`src/hw/rtl/tccw_pkg.sv`:
```
// Package for the text console cell writer: field widths, codes, channel
// payload structs and the controller/datapath command and status structs.
// No dependencies.
`default_nettype none

package tccw_pkg;

  localparam int DEF_COLUMNS = 80;
  localparam int DEF_ROWS    = 25;

  localparam int KIND_W  = 3;
  localparam int COL_W   = 7;
  localparam int ROW_W   = 5;
  localparam int CHAR_W  = 8;
  localparam int COLOR_W = 4;
  localparam int SPAN_W  = 11;
  localparam int CELL_W  = 16;
  localparam int CFG_INDEX_W = 1;

  localparam logic [KIND_W-1:0] KIND_WRITE = 3'd0;
  localparam logic [KIND_W-1:0] KIND_CLEAR = 3'd1;
  localparam logic [KIND_W-1:0] KIND_SETCUR = 3'd2;
  localparam logic [KIND_W-1:0] KIND_READ  = 3'd3;
  localparam logic [KIND_W-1:0] KIND_HIDE  = 3'd4;

  localparam logic [CFG_INDEX_W-1:0] REG_DEF_FORE = 1'd0;
  localparam logic [CFG_INDEX_W-1:0] REG_DEF_BACK = 1'd1;

  localparam logic [CELL_W-1:0]  BLANK_CELL = 16'h0720;
  localparam logic [CHAR_W-1:0]  CHAR_CR    = 8'h0D;
  localparam logic [CHAR_W-1:0]  CHAR_LF    = 8'h0A;
  localparam logic [COLOR_W-1:0] RESET_FORE = 4'd7;
  localparam logic [COLOR_W-1:0] RESET_BACK = 4'd0;

  typedef struct packed {
    logic [KIND_W-1:0]  kind;
    logic [COL_W-1:0]   column;
    logic [ROW_W-1:0]   row;
    logic               at_cursor;
    logic [CHAR_W-1:0]  character;
    logic [COLOR_W-1:0] fore_code;
    logic [COLOR_W-1:0] back_code;
    logic               use_defaults;
    logic               critical_mode;
    logic [SPAN_W-1:0]  span_length;
  } in_item_t;

  typedef struct packed {
    logic [CELL_W-1:0] cell_data;
    logic [COL_W-1:0]  cursor_column;
    logic [ROW_W-1:0]  cursor_row;
    logic              cursor_visible;
    logic              did_scroll;
  } out_item_t;

  typedef struct packed {
    logic in_ready;
    logic latch;
    logic init_step;
    logic dispatch;
    logic clear_step;
    logic scroll_move;
    logic scroll_zero;
    logic load_out;
  } dp_cmd_t;

  typedef struct packed {
    logic [KIND_W-1:0] kind;
    logic scroll_req;
    logic clear_none;
    logic clear_last;
    logic init_last;
    logic move_last;
    logic zero_last;
    logic out_free;
  } dp_status_t;

endpackage

`default_nettype wire

```
`src/hw/rtl/tccw_ctrl.sv`:
```
// Controller FSM for the text console cell writer: sequences init sweep,
// item dispatch, clear, scroll and result load. Depends on tccw_pkg.
`default_nettype none

module tccw_ctrl (
  input  wire                   clk,
  input  wire                   rst,
  input  wire                   in_valid,
  input  tccw_pkg::dp_status_t  stat,
  output tccw_pkg::dp_cmd_t     cmd
);
  import tccw_pkg::*;

  localparam logic [2:0] S_INIT  = 3'd0;
  localparam logic [2:0] S_IDLE  = 3'd1;
  localparam logic [2:0] S_DISP  = 3'd2;
  localparam logic [2:0] S_CLEAR = 3'd3;
  localparam logic [2:0] S_MOVE  = 3'd4;
  localparam logic [2:0] S_DRAIN = 3'd5;
  localparam logic [2:0] S_ZERO  = 3'd6;
  localparam logic [2:0] S_DONE  = 3'd7;

  logic [2:0] state;
  logic [2:0] state_next;

  always_ff @(posedge clk) begin
    if (rst) begin
      state <= S_INIT;
    end else begin
      state <= state_next;
    end
  end

  always_comb begin
    cmd = '0;
    state_next = state;
    case (state)
      S_INIT: begin
        cmd.init_step = 1'b1;
        if (stat.init_last) state_next = S_IDLE;
      end
      S_IDLE: begin
        cmd.in_ready = 1'b1;
        if (in_valid) state_next = S_DISP;
      end
      S_DISP: begin
        cmd.dispatch = 1'b1;
        state_next = S_DONE;
        if (stat.kind == KIND_CLEAR && !stat.clear_none) state_next = S_CLEAR;
        if (stat.kind == KIND_WRITE && stat.scroll_req) state_next = S_MOVE;
      end
      S_CLEAR: begin
        cmd.clear_step = 1'b1;
        if (stat.clear_last) state_next = S_DONE;
      end
      S_MOVE: begin
        cmd.scroll_move = 1'b1;
        if (stat.move_last) state_next = S_DRAIN;
      end
      S_DRAIN: begin
        state_next = S_ZERO;
      end
      S_ZERO: begin
        cmd.scroll_zero = 1'b1;
        if (stat.zero_last) state_next = S_DONE;
      end
      S_DONE: begin
        if (stat.out_free) begin
          cmd.load_out = 1'b1;
          cmd.in_ready = 1'b1;
          state_next = in_valid ? S_DISP : S_IDLE;
        end
      end
      default: begin
        state_next = S_INIT;
      end
    endcase
    cmd.latch = cmd.in_ready && in_valid;
  end

endmodule

`default_nettype wire

```
`config.mk`:
```
export PLATFORM = sky130hd
export DESIGN_NAME = tccw_ctrl
export DESIGN_NICKNAME = d
export VERILOG_FILES = /design/src/hw/rtl/tccw_pkg.sv /design/src/hw/rtl/tccw_ctrl.sv
export SDC_FILE = /design/constraint.sdc
export NUM_CORES = 1
export LEC_CHECK = 0
export ABC_AREA = 0
export BUFFER_PORTS_ARGS = -buffer_cell sky130_fd_sc_hd__buf_2
export CORE_AREA = 2 2 39 41
export CTS_CLUSTER_DIAMETER = 30
export CTS_CLUSTER_SIZE = 24
export DETAILED_ROUTE_END_ITERATION = 16
export DIE_AREA = 0 0 41 43
export GPL_TIMING_DRIVEN = 0
export PLACE_DENSITY_LB_ADDON = 0.1
export SYNTH_ARGS = -nofsm -noshare
export SYNTH_HDL_FRONTEND = slang
export SYNTH_SLANG_ARGS = --single-unit
```
`constraint.sdc`:
```
create_clock -name clk -period 2.2 [get_ports clk]
set_clock_uncertainty 0.05 [all_clocks]
set_input_delay 0.33 -clock clk [delete_from_list [all_inputs] [get_ports clk]]
set_output_delay 0.33 -clock clk [all_outputs]
set_load 0.03 [all_outputs]
```
== Word-level counts from Yosys, hierarchy flattened ==
Index checks and enable logic that the tools add are counted.

* Eq/ne operators: 14
* Mux-type cells: 18
* Reductions and logical operators: 7

{| class="wikitable"
|+ Operators by type and width
! operator !! count
|-
| 2-to-1 mux 3 bit || 8
|-
| one-hot mux 3 bit (8 select lines) || 1
|-
| equality test 3 bit, second input constant || 4
|-
| inequality test 2 bit, second input constant || 6
|-
| 2-to-1 mux 1 bit || 7
|-
| equality test 3 x 1 -> 1 bit, second input constant || 2
|-
| equality test 3 x 2 -> 1 bit, second input constant || 2
|-
| logical NOT 3 bit || 2
|-
| AND reduction 6 bit || 1
|-
| logical AND 1 bit || 3
|-
| 2-to-1 mux 2 bit || 1
|-
| one-hot mux 1 bit (2 select lines) || 1
|-
| logical NOT 1 bit || 1
|}

* Flip-flop bits (word level): 3
* Word-level logic and storage cells: 40
* Bits of input ports: 13
* Output and inout bits: 8

== Logic depth before layout (Yosys ltp) ==
Gate-level depths: netlist of the first run.

* Word-level depth: 5
* Mapped depth: 5

== Worst setup path after synthesis of the first run ==
OpenSTA, ideal clock, no wires.

* Kind: reg2out
* Start: register state[0]
* End: output cmd[3] (netlist name)
* Required time: 1.820 ns
* Arrival time: 1.368 ns
* Stages on the path, launching flop included: 3
* Buffers on the path: 1
* Setup slack: 0.452 ns
* Path through: dfxtp_1 buf_2 nor3b_1

{| class="wikitable"
|+ RTL lines
! element !! line !! text
|-
| from (decl) || tccw_ctrl.sv:23 || <nowiki>logic [2:0] state;</nowiki>
|-
| from (signal assigned) || tccw_ctrl.sv:30 || <nowiki>state <= state_next;</nowiki>
|-
| to (decl) || tccw_ctrl.sv:10 || <nowiki>output tccw_pkg::dp_cmd_t cmd</nowiki>
|}

==> metrics.md, run 1 <==
| Metric | Value |
|---|---|
| Status | `complete, no violations` |
| Vias in the first global route | `353` |
| Biggest regs | `state: 3 flops` |
| Post-synth top area cell | `dfxtp_1` |
| Sw frac | `51.31%` |
| Final hold vios | `0` |
| Vias per Instance | `4.736` |
| Sequential share of power | `18.4%` |
| Global Route Usage Sum | `11.65%` |
| First-pass DRT Iterations | `2` |
| Worst hold start | `rst` |
| Reg-to-Reg End | `state[0]$_SDFFE_PP0P_` |
| Post-synth top cells | `nand2_1 (5), nand2b_1 (4), nor2_1 (4)` |
| CTS root buffer | `clkbuf_4` |
| IO buf count | `20` |
| Tmin final | `1.792 ns` |
| WHS Endpoint | `state[2]$_SDFFE_PP0P_` |
| Detail Route Antenna Nets | `0` |
| CP Max Fanout | `10` |
| Starting density of the core | `22.24%` |
| PostCTS Resize Cnt | `0` |
| # fillers | `173` |
| DP Area | `427.9 um^2` |
| Vias | `412` |
| Critical R2R Launch | `state[0]$_SDFFE_PP0P_` |
| H-tree levels | `1` |
| Final setup margin | `0.4077 ns` |
| DR iter-0 viols | `2` |
| Wire per inst | `10.38 um` |
| Top reg by flops | `state` |
| Slowest CP cell | `dfxtp_1` |
| Final Setup Violations | `0` |
| Max-slew headroom at the worst pin | `80.02%` |
| Flop2flop setup slack | `0.92 ns` |
| Placement-stage worst setup slack | `0.6423 ns` |
| Max stage delay on crit path | `0.44 ns` |
| Actual slew at the worst max-slew pin | `0.2969 ns` |
| Max Fclk | `0.5579 GHz` |
| Final GP Congestion | `0.7835` |
| Worst path cell trace | `buf_4 -> nand3_1 -> o21ai_0 -> and3_1 -> buf_2` |
| Ys flop type | `dfxtp_1` |
| Final net count | `85` |
| Crit start category | `flop` |
| Critical Path AT | `1.41 ns` |
| Die Area | `0.001763 mm^2` |
| RSZ-0062 raised after global routing | `false` |
| FF+latch count, synth | `3` |
| Boundary pin count | `21` |
| Crit path required time | `1.82 ns` |
| Pin count of the biggest net entering global routing | `11` |
| Hold Path Class | `input port to flop` |
| Synth warn | `0` |
| PD cells | `1265 mW/mm^2` |
| HPWL reported at the end of detailed placement | `703.6 um` |
| Area grow syn2layout | `47.56%` |
| Max Cap Violations | `0` |
| Pins over their slew limit | `0` |
| Net Count, Synth | `60` |
| Async SR Flop Fraction | `0%` |
| Worst r2r path cells | `5` |
| Clock Sinks | `3` |
| Remaining Overflow, GRT | `0` |
| Final Cell Area | `454.2 um^2` |
| Max reg flops | `3` |
| Combinational share of power | `65.2%` |
| Power Total | `0.5748 mW` |
| Area contributors post-synth | `dfxtp_1 (20%), nand2b_1 (8.1%), nor3b_1 (7.3%)` |
| CTS tree | `done` |
| # diodes | `0` |
| Die Width | `41 um` |
| # rows | `14` |
| DRC violations left | `0` |
| Sequential fraction of the synthesis area | `19.51%` |
| Synth Area per Inst | `6.549 um^2` |
| Post-Route WL | `903 um` |
| Cell internal pwr | `0.2799 mW` |
| Cts-stage hold buffer count | `0` |
| Clk pin slew, worst setup/hold paths | `0.04 ns` |
| Synth top area share | `19.51%` |
| Cells after synthesis | `47` |
| CTS Buffer Depth | `2` |
| Net Sw Power | `0.2949 mW` |
| Core Area | `0.001384 mm^2` |
| WS Path Type | `flop to primary output` |
| Hold Path Stages | `2` |
| Mapped cell area | `307.8 um^2` |
| Count of flip-flops with a built-in enable after synthesis | `0` |
| Final worst path period share | `81.47%` |
| Leak | `0.2273 nW` |
| Layout cells sized above 1 | `38.03%` |
| Initial antenna violation count | `0` |
| Clk Latency, worst-skew pair | `0.23 ns` |
| Post-synthesis cell type count | `22` |
| CTS Buf Count | `3` |
| VDD IR-drop max | `0.0004335 V` |
| Die height | `43 um` |
| First-pass GRT wire length | `1345 um` |
| Count leader, synth | `nand2_1` |
| Crit. End Element | `primary output` |
| Final setup TNS | `0 ns` |
| Clock group share of total power | `16.5%` |
| Post-CTS Setup Bufs | `0` |
## worst max path at each step
| stage | from | slack (ns) | cells after the start | to |
|---|---|---|---|---|
| after global routing | state[2]$_SDFFE_PP0P_ | 0.28 | 5 | cmd[6] |
| after global placement | state[2]$_SDFFE_PP0P_ | 0.65 | 5 | cmd[6] |
| after floorplan | state[0]$_SDFFE_PP0P_ | 0.45 | 2 | cmd[3] |
| after CTS | state[2]$_SDFFE_PP0P_ | 0.38 | 5 | cmd[6] |
| final | state[2]$_SDFFE_PP0P_ | 0.41 | 5 | cmd[6] |
| after detailed placement | state[2]$_SDFFE_PP0P_ | 0.64 | 5 | cmd[6] |
## power by group through the flow
stage	sequential (mW)	combinational, mW	clock (mW)
finish	0.105	0.374	0.0948
global route	0.110	0.408	0.103
CTS	0.107	0.375	0.102
detailed placement	0.107	0.375	0
global placement	0.108	0.376	0
floorplan	0.0977	0.288	0
## area by class of cell
type	count	area, um^2	area share [%]
multi-input cells	38	219.0	48.21
repair buffers	20	100.1	22.04
flip-flops and latches	3	60.06	13.22
clock buffers	4	26.28	5.785
well taps	16	20.02	4.408
plain buffers	3	17.52	3.857
inverters	3	11.26	2.479
## per-stage QoR
step / std cells / hold WS, ns / utilization [%]
2_1_floorplan: 47 / 0.3585 / -
3_3_place_gp: 83 / 0.5258 / 30.92
3_5_place_dp: 83 / 0.5288 / 30.92
4_1_cts: 87 / 0.2800 / 32.82
5_1_grt: 87 / 0.2918 / 32.82
6_report: 87 / 0.2871 / 32.82
## kinds of logic after synthesis
| group | synth area share, % |
|---|---|
| compound gates | 24.39 |
| buf+inv | 9.350 |
| flops | 19.51 |
| simple gates | 46.75 |
## layout by cell type, fill, tap and decap left out, types with 2 or more instances in the layout
cell type / netlist / routed
nor4_1: 2 / 2
inv_1: 3 / 3
buf_2: 2 / 22
nor2_1: 4 / 4
nor3_1: 2 / 2
nand2b_1: 4 / 4
a21oi_1: 3 / 3
nor3b_1: 3 / 3
o21ai_0: 3 / 3
nand2_1: 5 / 5
nand3_1: 3 / 3
clkbuf_4: 0 / 3
dfxtp_1: 3 / 3
## critical path: cells and delay by family (launching register included)
family	cells	cell delay [ns]
flip-flops	1	0.44
buffers and inverters	2	0.40
AND/OR/NAND/NOR	2	0.25
AO/OA/AOI/OAI	1	0.09
## metal layers
metal | GRT usage (%) | part of all wire (%)
met5 | 0 | 0
met4 | 10.00 | 0
met3 | 3.141 | 3.2
met2 | 16.88 | 52
met1 | 13.18 | 45
Power figures use the tool's default switching activity.
==> inputs of run 2 (changes only) <==
==> constraint.sdc (replaced) <==
create_clock -name clk -period 1.8 [get_ports clk]
set_clock_uncertainty 0.05 [all_clocks]
set_input_delay 0.27 -clock clk [delete_from_list [all_inputs] [get_ports clk]]
set_output_delay 0.27 -clock clk [all_outputs]
set_load 0.03 [all_outputs]
==> run 2 against run 1 <==
- die area unchanged
- via count unchanged
- worst hold slack worse by 0.067 ns
- first-iteration DRC count did not move
- setup slack worse by 0.25 ns
- critical endpoint unchanged
- largest power group unchanged
- sequential share of layout area increased by 0.48 points
==> metrics.md, run 2 (synthesis results as in run 1) <==
| Metric | Value |
|---|---|
| Status | `complete, no violations` |
| Crit path required time | `1.48 ns` |
| DRC violations left | `0` |
| Worst path cell trace | `buf_4 -> nand3_1 -> o21ai_0 -> and3_1 -> buf_2` |
| # rows | `14` |
| First-pass GRT wire length | `1345 um` |
| Actual slew at the worst max-slew pin | `0.2971 ns` |
| Die Width | `41 um` |
| Crit start category | `flop` |
| Clk pin slew, worst setup/hold paths | `0.04 ns` |
| Remaining Overflow, GRT | `0` |
| Crit. End Element | `primary output` |
| WS Path Type | `flop to primary output` |
| Max-slew headroom at the worst pin | `80.01%` |
| Wire per inst | `10.38 um` |
| Final setup TNS | `0 ns` |
| Clock Sinks | `3` |
| CTS Buffer Depth | `2` |
| Layout cells sized above 1 | `40.85%` |
| Max reg flops | `3` |
| Buf/Inv on CP | `2` |
| Vias per Instance | `4.736` |
| First-pass DRT Iterations | `2` |
| CP Max Fanout | `10` |
| Max Fclk | `0.6089 GHz` |
| Clk Latency, worst-skew pair | `0.23 ns` |
| Die Area | `0.001763 mm^2` |
| H-tree levels | `1` |
| Final worst path period share | `91.24%` |
| Detail Route Antenna Nets | `0` |
| Pin count of the biggest net entering global routing | `11` |
| Family with the most delay on the worst path | `flip-flops` |
| Final net count | `85` |
| Placement-stage worst setup slack | `0.3023 ns` |
| Final hold vios | `0` |
| Vias in the first global route | `353` |
| CTS root buffer | `clkbuf_4` |
| Boundary pin count | `21` |
| Tmin final | `1.642 ns` |
| IO buf count | `20` |
| # diodes | `0` |
| Final setup margin | `0.1576 ns` |
| Post-Route WL | `903 um` |
| Vias | `412` |
| Initial antenna violation count | `0` |
| CTS Buf Count | `3` |
| PD cells | `1548 mW/mm^2` |
| CTS tree | `done` |
| Top reg by flops | `state` |
| Power Total | `0.7069 mW` |
| Critical Path AT | `1.32 ns` |
| Most frequent cells in the layout | `buf_2 (22), nand2_1 (5), nor2_1 (4), nand2b_1 (4)` |
| Biggest regs | `state: 3 flops` |
| Hold Path Class | `input port to flop` |
| Commonest non-fill, non-tap cell in the layout | `buf_2` |
| Leak | `0.2280 nW` |
| RSZ-0062 raised after global routing | `false` |
| Die height | `43 um` |
| HPWL reported at the end of detailed placement | `703.6 um` |
| Max stage delay on crit path | `0.38 ns` |
| Final GP Congestion | `0.7835` |
| Area grow syn2layout | `48.37%` |
| Max Cap Violations | `0` |
| Starting density of the core | `22.24%` |
| Global Route Usage Sum | `11.65%` |
| VDD IR-drop max | `0.0005650 V` |
| # fillers | `171` |
| Final Setup Violations | `0` |
| Slowest CP cell | `dfxtp_2` |
| DR iter-0 viols | `2` |
| Pins over their slew limit | `0` |
| FF+latch area | `62.56 um^2` |
| Area occupied by multi-input gates | `219.0 um^2` |
| Core Area | `0.001384 mm^2` |
-- run 2: worst reg2reg max path: cells and delay by family, from the launching register on --
| kind | cells | cell delay, ns |
|---|---|---|
| DFF | 1 | 0.35 |
| AOI/OAI and AO/OA | 2 | 0.41 |
| and+or+nand+nor | 1 | 0.33 |
-- run 2: timing repair --
action	4_1_cts	5_1_grt
setup endpoints to repair	0	3
buffers inserted	0	0
endpoints found under the hold margin	0	0
resized for setup	0	2
hold buffers	0	0
-- run 2: worst paths after layout --
| path | startpoint | endpoint | slack (ns) | depth (start not counted) |
|---|---|---|---|---|
| setup / recovery | state[2]$_SDFFE_PP0P_ | cmd[6] | 0.16 | 5 |
| hold reg to reg | state[1]$_SDFFE_PP0P_ | state[2]$_SDFFE_PP0P_ | 0.65 | 3 |
| setup reg to reg | state[2]$_SDFFE_PP0P_ | state[1]$_SDFFE_PP0P_ | 0.56 | 3 |
| hold / removal | rst | state[2]$_SDFFE_PP0P_ | 0.22 | 2 |
-- run 2: metal layers --
metal / global-route usage [%] / share of wire, %
met2: 16.88 / 52
met5: 0 / 0
met4: 10.00 / 0
met1: 13.18 / 45
met3: 3.141 / 3.2
-- run 2: through the flow --
| step | std cells | util (%) | hold WS, ns | area, um^2 |
|---|---|---|---|---|
| 6_report | 87 | 33.00 | 0.2197 | 456.7 |
| 5_1_grt | 87 | 33.00 | 0.2243 | 456.7 |
| 4_1_cts | 87 | 32.82 | 0.2200 | 454.2 |
| 3_5_place_dp | 83 | 30.92 | 0.4688 | 427.9 |
| 3_3_place_gp | 83 | 30.92 | 0.4658 | 427.9 |
| 2_1_floorplan | 47 | - | 0.2985 | 307.8 |
-- run 2: where the power goes --
part           switching, mW  internal [mW]
clock network         0.0329         0.0830
registers             0.0353         0.0976
logic                  0.292          0.166
-- run 2: area by class of cell --
class	instances	area share [%]
Sequential cell	3	13.70
Buffer	3	3.836
Inverter	3	2.466
Tap cell	16	4.384
Clock buffer	4	5.753
Multi-Input combinational cell	38	47.95
Timing Repair Buffer	20	21.92
==> inputs of run 3 (changes only) <==
--- a/config.mk
+++ b/config.mk
@@ -6,7 +6,7 @@
 export NUM_CORES = 1
 export LEC_CHECK = 0
 export ABC_AREA = 0
-export BUFFER_PORTS_ARGS = -buffer_cell sky130_fd_sc_hd__buf_2
+export BUFFER_PORTS_ARGS = -buffer_cell sky130_fd_sc_hd__buf_4
 export CORE_AREA = 2 2 39 41
 export CTS_CLUSTER_DIAMETER = 30
 export CTS_CLUSTER_SIZE = 24
@@ -14,6 +14,7 @@
 export DIE_AREA = 0 0 41 43
 export GPL_TIMING_DRIVEN = 0
 export PLACE_DENSITY_LB_ADDON = 0.1
+export REMOVE_ABC_BUFFERS = 1
 export SYNTH_ARGS = -nofsm -noshare
 export SYNTH_HDL_FRONTEND = slang
 export SYNTH_SLANG_ARGS = --single-unit
==> run 3 against run 2 <==
- maximum frequency about the same
- sequential cell count unchanged
- global-route usage up 0.20 points
- sequential share of layout area down 1.1 points
- clock power about the same
- non-clock buffer count down 3
- critical path type unchanged
- largest power group unchanged
==> metrics.md, run 3 (synthesis results as in run 1) <==
| Metric | Value |
|---|---|
| Status | `complete, no violations` |
| Max Cap Violations | `0` |
| Remaining Overflow, GRT | `0` |
| Pins over their slew limit | `0` |
| Boundary pin count | `21` |
| VDD IR-drop max | `0.0006723 V` |
| Wire per inst | `10.75 um` |
| DRC violations left | `0` |
| First-pass DRT Iterations | `2` |
| PD cells | `1460 mW/mm^2` |
| Max reg flops | `3` |
| PostCTS Resize Cnt | `0` |
| WS Path Type | `flop to primary output` |
| Vias per Instance | `4.583` |
| Net Sw Power | `0.3534 mW` |
| Sw frac | `49.59%` |
| Tmin final | `1.644 ns` |
| Cts-stage hold buffer count | `0` |
| Placement-stage worst setup slack | `0.2743 ns` |
| Die Area | `0.001763 mm^2` |
| Commonest non-fill, non-tap cell in the layout | `buf_4` |
| Crit path required time | `1.48 ns` |
| RSZ-0062 raised after global routing | `false` |
| Final net count | `82` |
| Post-Route WL | `903 um` |
| Most frequent cells in the layout | `buf_4 (20), nand2_1 (5), nor2_1 (4), nand2b_1 (4)` |
| Crit start category | `flop` |
| First-pass GRT wire length | `1407 um` |
| # rows | `14` |
| CP endpoint | `cmd[0]` |
| Area grow syn2layout | `58.54%` |
| Global Route Usage Sum | `11.85%` |
| Clk pin slew, worst setup/hold paths | `0.04 ns` |
| Worst r2r path cells | `4` |
| Max Fclk | `0.6083 GHz` |
| Combinational share of power | `57.1%` |
| Critical R2R Launch | `state[0]$_SDFFE_PP0P_` |
| Starting density of the core | `22.24%` |
| Core Area | `0.001384 mm^2` |
| Critical Path AT | `1.32 ns` |
| Detail Route Antenna Nets | `0` |
| Actual slew at the worst max-slew pin | `0.5243 ns` |
| Final worst path period share | `91.33%` |
| Clock group share of total power | `16.3%` |
| Vias in the first global route | `354` |
| Cell internal pwr | `0.3593 mW` |
| Flop2flop setup slack | `0.33 ns` |
| Sequential share of power | `26.6%` |
| Layout Utilization | `35.26%` |
| CTS root buffer | `clkbuf_4` |
| HPWL reported at the end of detailed placement | `667.4 um` |
| CP Max Fanout | `18` |
| CTS tree | `done` |
| Reg-to-Reg End | `state[0]$_SDFFE_PP0P_` |
| DR iter-0 viols | `3` |
| CTS Buffer Depth | `2` |
| Initial antenna violation count | `0` |
| Die height | `43 um` |
| Biggest regs | `state: 3 flops` |
| CTS Buf Count | `3` |
| Crit path from | `state[0]$_SDFFE_PP0P_` |
| Max-slew headroom at the worst pin | `65.00%` |
| Clock Sinks | `3` |
| IO buf count | `20` |
| Final setup margin | `0.1560 ns` |
| Hold Path Class | `input port to flop` |
| Post-CTS Setup Bufs | `0` |
| Leak | `0.2242 nW` |
| Final setup TNS | `0 ns` |
| Die Width | `41 um` |
| Layout cells sized above 1 | `36.76%` |
| # fillers | `158` |
| Crit. End Element | `primary output` |
| Final Setup Violations | `0` |
| Final hold vios | `0` |
| Vias | `385` |
| Top reg by flops | `state` |
| Pin count of the biggest net entering global routing | `19` |
| # diodes | `0` |
| H-tree levels | `1` |
| Clk Latency, worst-skew pair | `0.23 ns` |
| Final GP Congestion | `0.7137` |
[run 3: cell count changes in the layout (fill, tap and decap cells not counted), sizes merged]
cell | before | now
buf | 23 | 20
[run 3: power by group through the flow]
stage,clock network [mW],registers (mW),logic (mW)
2_1_floorplan,0,0.162,0.284
3_3_place_gp,0,0.191,0.410
3_5_place_dp,0,0.189,0.411
4_1_cts,0.126,0.188,0.412
5_1_grt,0.128,0.201,0.449
6_report,0.116,0.189,0.407
[run 3: critical path, cell delays in order (launching register included)]
cell	delay [ns]
dfxtp_1	0.64
nand2_1	0.09
nor2_1	0.17
buf_4	0.19
[run 3: per-stage QoR]
stage                     cell area (um^2)  power, mW  std cells  hold slack (ns)
after CTS                            486.7     0.7249         84           0.1890
after floorplan                      290.3     0.4461         44           0.2985
final                                488.0     0.7126         84           0.1928
after global routing                 488.0     0.7779         84           0.1930
after global placement               460.4     0.6011         80           0.4404
after detailed placement             460.4     0.6002         80           0.4404
[run 3: layout make-up]
cell class                 instances  area [um^2]  area share [%]
multi-input combinational         38        219.0           44.87
timing repair buffer              20        150.1           30.77
sequential                         3        61.31           12.56
clock buffer                       4        26.28           5.385
tap                               16        20.02           4.103
inverter                           3        11.26           2.308
[run 3: metal layers]
| metal | vias up | wire length [um] | GRT usage, % |
|---|---|---|---|
| met5 | - | 0 | 0 |
| li1 | 209 | - | - |
| met2 | 8 | 446 | 17.81 |
| met4 | 0 | 0 | 8.000 |
| met1 | 168 | 410 | 13.50 |
| met3 | 0 | 46 | 3.665 |
[run 3: worst min-delay path by stage]
stage / startpoint / endpoint / slack [ns] / cells past startpoint
4_1_cts: rst / state[2]$_SDFFE_PP0P_ / 0.19 / 2
5_1_grt: rst / state[2]$_SDFFE_PP0P_ / 0.19 / 2
2_1_floorplan: rst / state[2]$_SDFFE_PP0P_ / 0.30 / 1
6_report: rst / state[2]$_SDFFE_PP0P_ / 0.19 / 2
3_3_place_gp: rst / state[2]$_SDFFE_PP0P_ / 0.44 / 2
3_5_place_dp: rst / state[2]$_SDFFE_PP0P_ / 0.44 / 2
